[config.mk]
export PLATFORM = sky130hd
export DESIGN_NAME = nhc_decode
export DESIGN_NICKNAME = d
export VERILOG_FILES = /design/src/nhc_pkg.sv /design/src/nhc_decode.sv
export SDC_FILE = /design/constraint.sdc
export NUM_CORES = 1
export LEC_CHECK = 0
export BUFFER_PORTS_ARGS = -buffer_cell sky130_fd_sc_hd__buf_2
export CAP_MARGIN = 20
export CORE_ASPECT_RATIO = 1.5
export CORE_MARGIN = 2
export CORE_UTILIZATION = 46
export CTS_CLUSTER_SIZE = 8
export DETAILED_ROUTE_END_ITERATION = 16
export PLACE_DENSITY = 0.81
export SYNTH_ARGS = -nofsm -noshare
export SYNTH_HDL_FRONTEND = slang
export SYNTH_SLANG_ARGS = --single-unit
export TNS_END_PERCENT = 5
[constraint.sdc]
create_clock -name clk -period 15.8 [get_ports clk]
set_input_delay 3.16 -clock clk [delete_from_list [all_inputs] [get_ports clk]]
set_output_delay 3.16 -clock clk [all_outputs]
set_load 0.02 [all_outputs]
[src/nhc_pkg.sv]
`timescale 1ns / 1ps
`default_nettype none
// ----------------------------------------------------------------------------
// nhc_pkg
// Shared types and constants of the network header checker: frame snapshot,
// result record, status and frame kind codes.
// ----------------------------------------------------------------------------
package nhc_pkg;

  localparam int HEADER_BYTES = 15;
  localparam int ASDU_BYTES   = 4;
  localparam int COUNT_W      = 17;

  localparam logic [COUNT_W-1:0] COUNT_MAX   = '1;
  localparam logic [7:0]         START_BYTE  = 8'h68;
  localparam logic [COUNT_W-1:0] LEN_OFFSET  = COUNT_W'(3);
  localparam logic [COUNT_W-1:0] FIXED_LEN   = COUNT_W'(HEADER_BYTES);

  typedef enum logic [3:0] {
    ST_OK        = 4'd0,
    ST_SHORT     = 4'd1,
    ST_TOO_LONG  = 4'd2,
    ST_BAD_START = 4'd3,
    ST_U_NONE    = 4'd4,
    ST_U_MULTI   = 4'd5,
    ST_U_LEN     = 4'd6,
    ST_U_CTRL    = 4'd7,
    ST_S_CTRL0   = 4'd8,
    ST_S_CTRL1   = 4'd9,
    ST_ODD_RX    = 4'd10,
    ST_S_LEN     = 4'd11,
    ST_I_LEN     = 4'd12
  } nhc_status_t;

  typedef enum logic [1:0] {
    KIND_I = 2'd0,
    KIND_S = 2'd1,
    KIND_U = 2'd2
  } nhc_kind_t;

  // Complete view of one message as it stood at its last byte.
  typedef struct packed {
    logic [COUNT_W-1:0]                cnt;
    logic [HEADER_BYTES-1:0][7:0]      hdr;
    logic [ASDU_BYTES-1:0][7:0]        asdu;
  } nhc_frame_t;

  typedef struct packed {
    nhc_status_t  status;
    nhc_kind_t    frame_kind;
    logic [14:0]  send_seq;
    logic [14:0]  recv_seq;
    logic [5:0]   u_function;
    logic [7:0]   source_station;
    logic [15:0]  source_device;
    logic [7:0]   dest_station;
    logic [15:0]  dest_device;
    logic [7:0]   asdu_type;
    logic [7:0]   asdu_cause;
    logic [7:0]   asdu_common_addr;
  } nhc_result_t;

endpackage
`default_nettype wire

[src/nhc_decode.sv]
`timescale 1ns / 1ps
`default_nettype none
// ----------------------------------------------------------------------------
// nhc_decode
// Checks and decodes a message snapshot and holds the result in the output
// register until it is taken.
// ----------------------------------------------------------------------------
module nhc_decode
  import nhc_pkg::*;
(
  input  wire logic       clk,
  input  wire logic       rst,
  input  wire logic       frame_valid,
  input  wire nhc_frame_t frame,
  output logic            frame_take,
  input  wire logic       out_ready,
  output logic            result_valid,
  output nhc_result_t     result
);

  nhc_result_t        decoded;
  logic [COUNT_W-1:0] declared;
  logic [7:0]         c0;
  logic [7:0]         c1;
  logic [7:0]         c2;
  logic [7:0]         c3;
  logic [5:0]         ufn;

  assign frame_take = frame_valid && (!result_valid || out_ready);

  assign declared = {1'b0, frame.hdr[2], frame.hdr[1]} + LEN_OFFSET;
  assign c0  = frame.hdr[3];
  assign c1  = frame.hdr[4];
  assign c2  = frame.hdr[5];
  assign c3  = frame.hdr[6];
  assign ufn = c0[7:2];

  always_comb begin
    decoded = '0;
    if (frame.cnt < FIXED_LEN) begin
      decoded.status = ST_SHORT;
    end else if (frame.hdr[0] != START_BYTE) begin
      decoded.status = ST_BAD_START;
    end else if (declared > frame.cnt) begin
      decoded.status = ST_TOO_LONG;
    end else begin
      if (c0[0]) begin
        if (c0[1]) begin
          decoded.frame_kind = KIND_U;
          decoded.u_function = ufn;
          if (ufn == '0)                         decoded.status = ST_U_NONE;
          else if (!$onehot(ufn))                decoded.status = ST_U_MULTI;
          else if (declared != FIXED_LEN)        decoded.status = ST_U_LEN;
          else if (c1 != '0 || c2 != '0 || c3 != '0) decoded.status = ST_U_CTRL;
        end else begin
          decoded.frame_kind = KIND_S;
          decoded.recv_seq   = {c3, c2[7:1]};
          if (c0 != 8'h01)                decoded.status = ST_S_CTRL0;
          else if (c1 != '0)              decoded.status = ST_S_CTRL1;
          else if (c2[0])                 decoded.status = ST_ODD_RX;
          else if (declared != FIXED_LEN) decoded.status = ST_S_LEN;
        end
      end else begin
        decoded.frame_kind = KIND_I;
        decoded.send_seq   = {c1, c0[7:1]};
        decoded.recv_seq   = {c3, c2[7:1]};
        if (c2[0])                       decoded.status = ST_ODD_RX;
        else if (declared <= FIXED_LEN)  decoded.status = ST_I_LEN;
      end
      decoded.source_station   = frame.hdr[7];
      decoded.source_device    = {frame.hdr[9], frame.hdr[8]};
      decoded.dest_station     = frame.hdr[10];
      decoded.dest_device      = {frame.hdr[12], frame.hdr[11]};
      decoded.asdu_type        = frame.asdu[0];
      decoded.asdu_cause       = frame.asdu[2];
      decoded.asdu_common_addr = frame.asdu[3];
    end
  end

  always_ff @(posedge clk) begin
    if (rst) begin
      result_valid <= 1'b0;
    end else if (frame_take) begin
      result_valid <= 1'b1;
    end else if (out_ready) begin
      result_valid <= 1'b0;
    end
  end

  always_ff @(posedge clk) begin
    if (frame_take) begin
      result <= decoded;
    end
  end

`ifndef SYNTHESIS
  a_early_error_clean: assert property (@(posedge clk) disable iff (rst)
    (result_valid && (result.status == ST_SHORT || result.status == ST_TOO_LONG ||
                      result.status == ST_BAD_START))
    |-> (result.frame_kind == KIND_I && result.recv_seq == '0 && result.asdu_type == '0))
    else $error("early error result carries decoded fields");

  a_ufn_only_u: assert property (@(posedge clk) disable iff (rst)
    (result_valid && result.frame_kind != KIND_U) |-> (result.u_function == '0))
    else $error("function bits reported outside a U frame");

  a_result_held: assert property (@(posedge clk) disable iff (rst)
    (result_valid && !out_ready) |=> (result_valid && $stable(result)))
    else $error("waiting result changed before its transfer");
`endif

endmodule
`default_nettype wire

# Word level (Yosys, flattened, before mapping)
# Cells that the tools add are included.
# W data, S select, Z words.
[classes] addsub=6 n_lt_le_gt_ge=3 eq_ne=4 muxes=18 n_bitwise=2 reduce_logical=15
[ops] cell="$mux W4" n=9
[ops] cell="$mux W15" n=2
[ops] cell="$reduce_bool A8 Y1" n=3
[ops] cell="$add A16 B2 Y17 const B" n=1
[ops] cell="$gt A17 B17 Y1" n=1
[ops] cell="$le A17 B4 Y1 const B" n=1
[ops] cell="$lt A17 B4 Y1 const B" n=1
[ops] cell="$ne A17 B4 Y1 const B" n=1
[ops] cell="$mux W6" n=2
[ops] cell="$ne A8 B1 Y1 const B" n=1
[ops] cell="$ne A8 B7 Y1 const B" n=1
[ops] cell="$reduce_or A4 Y1" n=2
[ops] cell="$add A1 B1 Y2" n=3
[ops] cell="$logic_not A6 Y1" n=1
[ops] cell="$reduce_or A5 Y1" n=1
[ops] cell="$mux W2" n=2
[ops] cell="$add A2 B2 Y3" n=1
[ops] cell="$add A3 B2 Y3" n=1
[ops] cell="$eq A3 B1 Y1 const B" n=1
[ops] cell="$logic_or A1 B1 Y1" n=3
[ops] cell="$mux W3" n=1
[ops] cell="$reduce_or A3 Y1" n=1
[ops] cell="$mux W1" n=2
[ops] cell="$not A1 Y1" n=2
[ops] cell="4 further kinds" n=4
[word_totals] regBits=115 inputBits=173 out_inout_bits=116 elab_cells=63

# Longest topological paths before layout
# Gate-level depths: netlist of the first run.
[logic_depth] depth_word=11 ltp_mapped=15 mapped_depth_nobuf=13

# Worst setup path after synthesis of the first run
# Ideal clock, no wire load.
[synth_timing] kind="in2out" startpoint="input port out_ready" endpoint="output port frame_take" arrival_time_ps=11856 t_required_ps=12640 slack_ps=784 cell_stages=2 n_path_buf=0 path_cell_list="inv_1 -> a21boi_0"
[synth_between] elab_chain_len=2
[synth_rtl] element="start, declared" line="nhc_decode.sv:16" rtl="input wire logic out_ready,"
[synth_rtl] element="$logic_or A1 B1 Y1" line="nhc_decode.sv:29" rtl="assign frame_take = frame_valid && (!result_valid || out_ready);"
[synth_rtl] element="$logic_and A1 B1 Y1" line="nhc_decode.sv:29"
[synth_rtl] element="end, declared" line="nhc_decode.sv:15" rtl="output logic frame_take,"
# Every way passes these cells.

# Worst setup path after layout of the first run
# Same ends and word-level chain as after synthesis.

==> summary by stage, run 1 <==
Run status
The run finished with clean final reports.

Clock tree
The total of cells resized after clock tree synthesis is 0. The clock net in this run drives a total of 115 sinks. In this run, CTS created clock tree buffers numbering 17. The hold-fix buffer count after cts is 0.

The number of setup buffers added after CTS is 0. The clock passes through at most 2 buffers. The register clock-pin slew on the reported worst setup and hold paths is 50 ps.

For the worst-skew pair, the clock arrives at the later sink with an insertion delay of 400 ps. The number of levels the H-tree was split into is 4. The clock root buffer is sky130_fd_sc_hd__clkbuf_16. The clock tree from TritonCTS is done.

STA
Setup repair after global routing left no endpoint under its margin. The maximum achievable frequency is 0.147 GHz. The slew at the pin closest to its max-slew limit is 994 ps. The setup violation total in the final timing report is 0. Dividing the final minimum period by the clock period gives 0.432. The worst path in the final design needs a cycle of 6820 ps, including I/O delays and setup. The final number of hold-violating endpoints came to 0. The setup TNS is 0 ps.

Headroom to the max-slew limit came out at 0.338. The number of slew-limit violations in the final report is 0. For the final database, setup skew stands at 5.07 ps.

Synth
Counting flops with an async set or reset pin after synthesis yields a share of 0. After synthesis, the largest family of logic cells by area is simple AND/OR/NAND/NOR gates. The adder and majority cell fraction of the synthesized area is 0.0580. The net count of the mapped netlist is 635. The xor and xnor area share after synthesis is 0.0220. Of the post-synthesis cell area, the dominant cell type holds 0.615.

In the post-synthesis netlist, the biggest area contributors are sky130_fd_sc_hd__edfxtp_1 (61%), sky130_fd_sc_hd__and2_1 (8.3%), sky130_fd_sc_hd__ha_1 (4.7%). Of the synthesized area, sequential elements account for 0.618. The netlist area before placement is 5570 um^2.

Measured against the total synthesized area, the mux share comes to 0. The simple-gate portion of the synthesized area is 0.215. The number of different library cells used by synthesis comes to 51. The complex-gate fraction of the synthesized area is 0.0559. By instance count, the leading cell after synthesis is sky130_fd_sc_hd__edfxtp_1.

The synthesized design contains 115 register bits. The number of enable flip-flop cells after synthesis is 114. The synthesis warning total is 0.

In the synthesized netlist the dominant register cell turns out to be sky130_fd_sc_hd__edfxtp_1. Synthesis handed over a netlist of 438 instances. In the synthesized netlist, the cells that appear most often are sky130_fd_sc_hd__edfxtp_1 (114), sky130_fd_sc_hd__and2_1 (74), sky130_fd_sc_hd__inv_1 (28). In this run the mean area of a mapped cell was 12.7 um^2.

The dominant cell type by area after synthesis is sky130_fd_sc_hd__edfxtp_1.

Setup path
The startpoint identified for the worst register-to-register timing path is result_valid. Data on the critical path arrives at its endpoint at 3660 ps. The kind of launch point of the worst setup path is a primary input. The setup slack of the worst register-to-register path is 13570 ps.

The largest driver fanout on the critical path is 2. The data required time at the worst endpoint is 12640 ps. The critical path start-end classification is in2out. Counting cells, the worst reg-to-reg path comes to 3. The endpoint of the lowest-slack register-to-register path is result[53]. The critical path capture point type is a primary output.

Detailed routing
Dividing the detail-routed via count by the number of cells gives 5.29. The routed layout has 4636 vias. The detail route stage leaves a number of antenna-violating nets equal to 0. The length of the first detailed-routing pass in iterations is 4. After detailed routing, the number of remaining DRC violations is 0. The first routing iteration left 251 violations. In the final routed layout, each cell accounts on average for 19.0 um. The total wire length is 16700 um.

Place
The placed wire-length estimate is 12300 um. The congestion estimate from routability-driven global placement came to 0.895. The total of buffers placed on input and output ports is 264.

After detailed placement, the total cell area comes to 7050 um^2.

Floorplanning
The initial utilization of the core area, before any placement, comes to 0.468. Measured along the y axis, the die boundary spans 139 um. The core region area is 11900 um^2. The count of standard-cell rows is 49.

The die is 93.8 um wide. The die area is 13000 um^2. The number of placed I/O pins is 289.

Power
For this design the total switching power over the nets is 193 uW. The maximum ir drop on the vdd rail is 59.5 uV. The ratio of total power to cell area is 108 nW/um^2. The share of total power dissipated in combinational logic is 0.121.

The static power due to leakage is 3.48 nW. The switching share of total power is 0.235. Internal power comes to 631 uW. Of the total power, registers draw 0.431.

The share of total power dissipated in the clock network is 0.449.

Min path
The number of instances on the worst hold path is 2. The class of the most critical hold timing path is reg2reg. The start point of the worst hold path is result_valid. The hold-critical path endpoint is result_valid.

Cells and area
Across the whole layout, storage elements account for 3440 um^2. The multi-input combinational cells in the finished layout cover a total of 1970 um^2. At the end of the flow, the number of nets in the layout was 906. The layout has 915 filler cells. The share of layout cells above drive strength 1 is 0.420. The finished cells cover 7650 um^2. The final core utilization is 0.643.

The synthesis-to-layout area growth is 37.4%.

GRT
For this run the aggregate overflow at the end of global routing stands at 0. The wire length of the first global-routing pass is 24600 um. The number of antenna violations at the first check in global routing is 4. Entering global routing, the biggest net connects 90 pins. The via count of the first global-routing pass is 4654. Across every metal layer, demand over resource in global routing totals 0.251.

Flow run
The number of max-cap violations is 0.
## worst max path at each step
stage / start / end / slack [ps] / depth (start not counted)
detailed placement: frame[40] / result[79] / 8490 / 14
global placement: frame[40] / result[80] / 8620 / 14
finish: out_ready / frame_take / 8980 / 4
CTS: frame[40] / result[79] / 8890 / 14
global route: frame[40] / result[79] / 8810 / 15
floorplan: out_ready / frame_take / 780 / 2
## cell type report
type / count / share of cell area
Sequential cell: 115 / 0.450
Multi-Input combinational cell: 279 / 0.257
Timing Repair Buffer: 268 / 0.179
Clock buffer: 18 / 0.0561
Tap cell: 153 / 0.0250
Clock inverter: 13 / 0.0186
Inverter: 28 / 0.0137
Antenna cell: 2 / 0.000654
## state kept, by name, indices dropped and copies added (netlist names)
register	count
result	114
result_valid	1
## cell usage in the layout (no fill, tap or decap), types with 3 or more instances in the layout
| cell | Yosys | layout |
|---|---|---|
| sky130_fd_sc_hd__nor2_1 | 18 | 18 |
| sky130_fd_sc_hd__bufinv_16 | 0 | 3 |
| sky130_fd_sc_hd__o21ai_0 | 6 | 5 |
| sky130_fd_sc_hd__or3_1 | 3 | 3 |
| sky130_fd_sc_hd__a21o_1 | 5 | 5 |
| sky130_fd_sc_hd__buf_4 | 0 | 3 |
| sky130_fd_sc_hd__clkinv_1 | 0 | 5 |
| sky130_fd_sc_hd__edfxtp_1 | 114 | 114 |
| sky130_fd_sc_hd__a21oi_1 | 5 | 5 |
| sky130_fd_sc_hd__clkbuf_16 | 0 | 17 |
| sky130_fd_sc_hd__nor4_1 | 13 | 13 |
| sky130_fd_sc_hd__buf_2 | 0 | 264 |
| sky130_fd_sc_hd__nand3_1 | 5 | 5 |
| sky130_fd_sc_hd__inv_1 | 28 | 28 |
| sky130_fd_sc_hd__and2_1 | 74 | 74 |
| sky130_fd_sc_hd__xor2_1 | 5 | 5 |
| sky130_fd_sc_hd__nor3b_1 | 13 | 13 |
| sky130_fd_sc_hd__nand2b_1 | 3 | 3 |
| sky130_fd_sc_hd__a211oi_1 | 3 | 3 |
| sky130_fd_sc_hd__nand2_1 | 17 | 17 |
| sky130_fd_sc_hd__ha_1 | 21 | 21 |
| sky130_fd_sc_hd__xnor2_1 | 9 | 9 |
| sky130_fd_sc_hd__and4_1 | 4 | 4 |
| sky130_fd_sc_hd__nand4_1 | 6 | 6 |
| sky130_fd_sc_hd__nor3_1 | 14 | 14 |
| sky130_fd_sc_hd__and3_1 | 20 | 20 |
| sky130_fd_sc_hd__fa_1 | 3 | 3 |
## power by group through the flow
stage               Clock, mW  Sequential, mW  Combinational (mW)
floorplan                   0           0.386              0.0304
global placement            0           0.359              0.0946
detailed placement          0           0.360              0.0981
CTS                     0.374           0.355              0.0990
global route            0.389           0.356               0.108
finish                  0.370           0.355              0.0995
## metal layers
| layer | vias to the layer above | part of all wire | global-route usage |
|---|---|---|---|
| li1 | 2156 | - | - |
| met1 | 2191 | 0.33 | 0.248 |
| met2 | 238 | 0.52 | 0.442 |
| met3 | 47 | 0.095 | 0.0973 |
| met4 | 4 | 0.045 | 0.130 |
| met5 | - | 0.0022 | 0 |
## kinds of logic (layout without fill, tap and decap cells)
logic type	Yosys count	count (layout)
and+or+nand+nor	201	201
DFF	115	115
buffers and inverters	44	327
AOI/OAI and AO/OA	40	40
adders and majority gates	24	24
xor gates and xnor gates	14	14
other	0	2
## worst max-delay path, stage by stage
cell and delay (ps):
sky130_fd_sc_hd__buf_2 70, sky130_fd_sc_hd__inv_1 70, sky130_fd_sc_hd__a21boi_4 170, sky130_fd_sc_hd__buf_2 180
## per-stage QoR
step	total power, mW	worst slack, ps	hold slack [ps]	instances
after floorplan	0.416	784	586	438
after global placement	0.454	8620	548	842
after detailed placement	0.458	8490	593	842
after CTS	0.828	8890	609	873
after global routing	0.852	8810	637	876
final	0.824	8980	616	876
(Power assumes the default switching activity.)
==> run 2: changes to the inputs <==
Clock period 15.8 ns to 7.2 ns, I/O delays scaled along.
==> run 2 against run 1 <==
Compared with the run above:
- global-route usage is 1.1 points lower
- clock skew increased by 4.8 ps
- critical path depth is 11 higher
- clock power rose by 130%
- count of clock-buffer cells in the layout is 1 lower
- design area rose by 0.29%
- total power up 120%
- cell count decreased by 0.11%
- non-clock buffer count unchanged
- sequential share of layout area fell by 0.13 points
- critical path type is now in2reg
==> summary by stage, run 2 (same netlist as run 1, synthesis figures left out) <==
Setup path
Traced cell by cell, the critical path runs through buf_2 -> inv_1 -> ha_1 -> nand4b_1 -> nor2_1 -> and4_1 -> xor2_1 -> ha_1 -> a21o_1 -> a21o_1 -> a22oi_1 -> o211a_1 -> o21a_2 -> buf_12 -> and3_1. The critical path capture point type is a flip-flop. The critical path contains buffers and inverters numbering 3 combined. The data required time at the worst endpoint is 7450 ps. The data arrival time of the critical path is 5010 ps. The kind of cell with the highest combined delay along the critical path is compound AO/OA/AOI/OAI gates. The critical path start-end classification is in2reg. The largest driver fanout on the critical path is 69. The largest individual stage delay along the critical path comes from the cell sky130_fd_sc_hd__o21a_2. On the worst path, the slowest cell contributes a delay of 390 ps. The kind of launch point of the worst setup path is a primary input.

Floorplanning
The die covers 13000 um^2. The count of standard-cell rows is 49. The die is 93.8 um wide. The vertical die dimension is 139 um.

For this configuration, the core starts out at a cell density of 0.468. The core region area is 11900 um^2. Pin placement for this block handled 289 I/O pins.

Cells and area
In the layout the commonest cells are sky130_fd_sc_hd__buf_2 (264), sky130_fd_sc_hd__edfxtp_1 (114), sky130_fd_sc_hd__and2_1 (74). Of the cells placed in the final design, the portion with a size suffix greater than 1 is 0.428. The final layout net count is 906. The final core utilization is 0.645. The synthesis-to-layout area growth is 37.8%. The number of fillers in the final layout is 907. The largest registers in the layout are result x114, result_valid x1. Counting flops per register, the top entry is result. The register with the most flip-flops in the layout has 114 of them. The antenna diode count is 0. The library cell used most frequently in the layout, excluding fill and tap cells, is sky130_fd_sc_hd__buf_2.

Place
Routability-driven placement finished with a final weighted congestion of 0.920. Summed over all nets, the half-perimeter wirelength after detailed placement is 12000 um. Input and output buffers added on the ports amount to 264.

STA
The slew at the pin closest to its max-slew limit is 899 ps. The setup TNS is 0 ps. Setup repair after global routing left no endpoint under its margin. Of the available clock period, the critical path in the final layout requires 0.661.

The number of slew-limit violations in the final report is 0. Across the routed clock network, the largest skew measured is 9.83 ps. The worst pin sits at a relative slew slack of 0.401.

The maximum achievable frequency is 0.210 GHz. The shortest period the worst path allows is 4760 ps. The setup violation total in the final timing report is 0. Final hold analysis gives a worst-case slack of 584 ps. The final number of hold-violating endpoints came to 0.

GRT
The number of antenna violations at the first check in global routing came to 3. Global routing finished with a remaining overflow of 0. The via count of the first global-routing pass is 4641. The wire length of the first global-routing pass is 23800 um. The largest net degree at the start of global routing is 74. For this run, the total global-route usage over all layers was measured as 0.240.

Clock tree
The clock reaches the later pin of the worst-skew pair after 400 ps. The number of sinks driven by the clock tree is 115. The clock passes through at most 2 buffers. Once the clock tree was built, the setup fixing pass inserted 0 buffers. The hold-fix buffer count after cts is 0. Gates resized during post-CTS repair numbered 0.

Clock tree synthesis selected as its root buffer the cell sky130_fd_sc_hd__clkbuf_16. The number of levels the H-tree was split into is 4. After clock tree synthesis, the clock-pin slew on the worst setup and hold paths is 60 ps. The CTS buffer count is 17. TritonCTS built the clock tree.

Detailed routing
The routed design has 15900 um of wire. The average via count per standard cell is 5.29. In this run the remaining antenna-violating nets after routing total 0. The length of the first detailed-routing pass in iterations is 5. The routed length per placed instance is 18.2 um. The final route contains 4628 vias. The detailed router finished its first iteration with 274 violations. In the routed design, unresolved DRC markers number 0.

Flow run
The number of max-cap violations is 0.

Run status
The flow ran to the end, and the final reports show no timing, DRC or antenna violations.

Power
The maximum ir drop on the vdd rail is 137 uV. The overall power after layout is 1.84 mW. The ratio of total power to cell area is 240 nW/um^2. The analysis attributes to cell leakage a power of 3.49 nW.

Min path
The min-delay analysis places its worst path in the category reg2reg.
## run 2: changes by cell type in the layout (fill, tap and decap cells not counted), sizes merged
cell      delta
clkinvlp     +2
inv          +3
clkbuf       -1
clkinv       -3
diode        -2
## run 2: worst paths after layout
| kind | start | to | slack (ps) | cells past startpoint |
|---|---|---|---|---|
| hold reg to reg | result_valid | result_valid | 580 | 2 |
| setup / recovery | frame[40] | result[89] | 2440 | 15 |
| hold / removal | result_valid | result_valid | 580 | 2 |
| setup reg to reg | result_valid | result[84] | 4990 | 3 |
## run 2: worst reg2reg max path: stages, from the launching register on
cell                       delay [ps]
sky130_fd_sc_hd__dfxtp_1          340
sky130_fd_sc_hd__a21boi_4         120
sky130_fd_sc_hd__buf_4            470
sky130_fd_sc_hd__buf_4            830
## run 2: routing by layer
metal | part of all wire | wire [um] | track usage
met1 | 0.34 | 5410 | 0.242
met2 | 0.52 | 8340 | 0.427
met3 | 0.088 | 1410 | 0.0755
met4 | 0.046 | 731 | 0.134
met5 | 0.0027 | 43 | 0
## run 2: through the flow
stage	instances	area [um^2]	setup WS (ps)
after global routing	875	7680	2260
final	875	7680	2440
after detailed placement	843	7070	2120
after global placement	842	7050	1720
after CTS	875	7680	2500
after floorplan	438	5570	1110
## run 2: report_power, final
part           switching [mW]  leakage (nW)  internal [mW]  total, mW
Clock                   0.301         0.284          0.547      0.848
Sequential            0.00864          1.13          0.769      0.777
Combinational           0.135          2.07         0.0808      0.216
## run 2: final cells by class
class	instances	area [um^2]	share of cell area
clock inverter	15	181	0.0236
multi-input combinational	279	1970	0.256
clock buffer	17	425	0.0554
sequential	115	3440	0.449
inverter	28	105	0.0137
tap	153	191	0.0249
timing repair buffer	268	1360	0.178
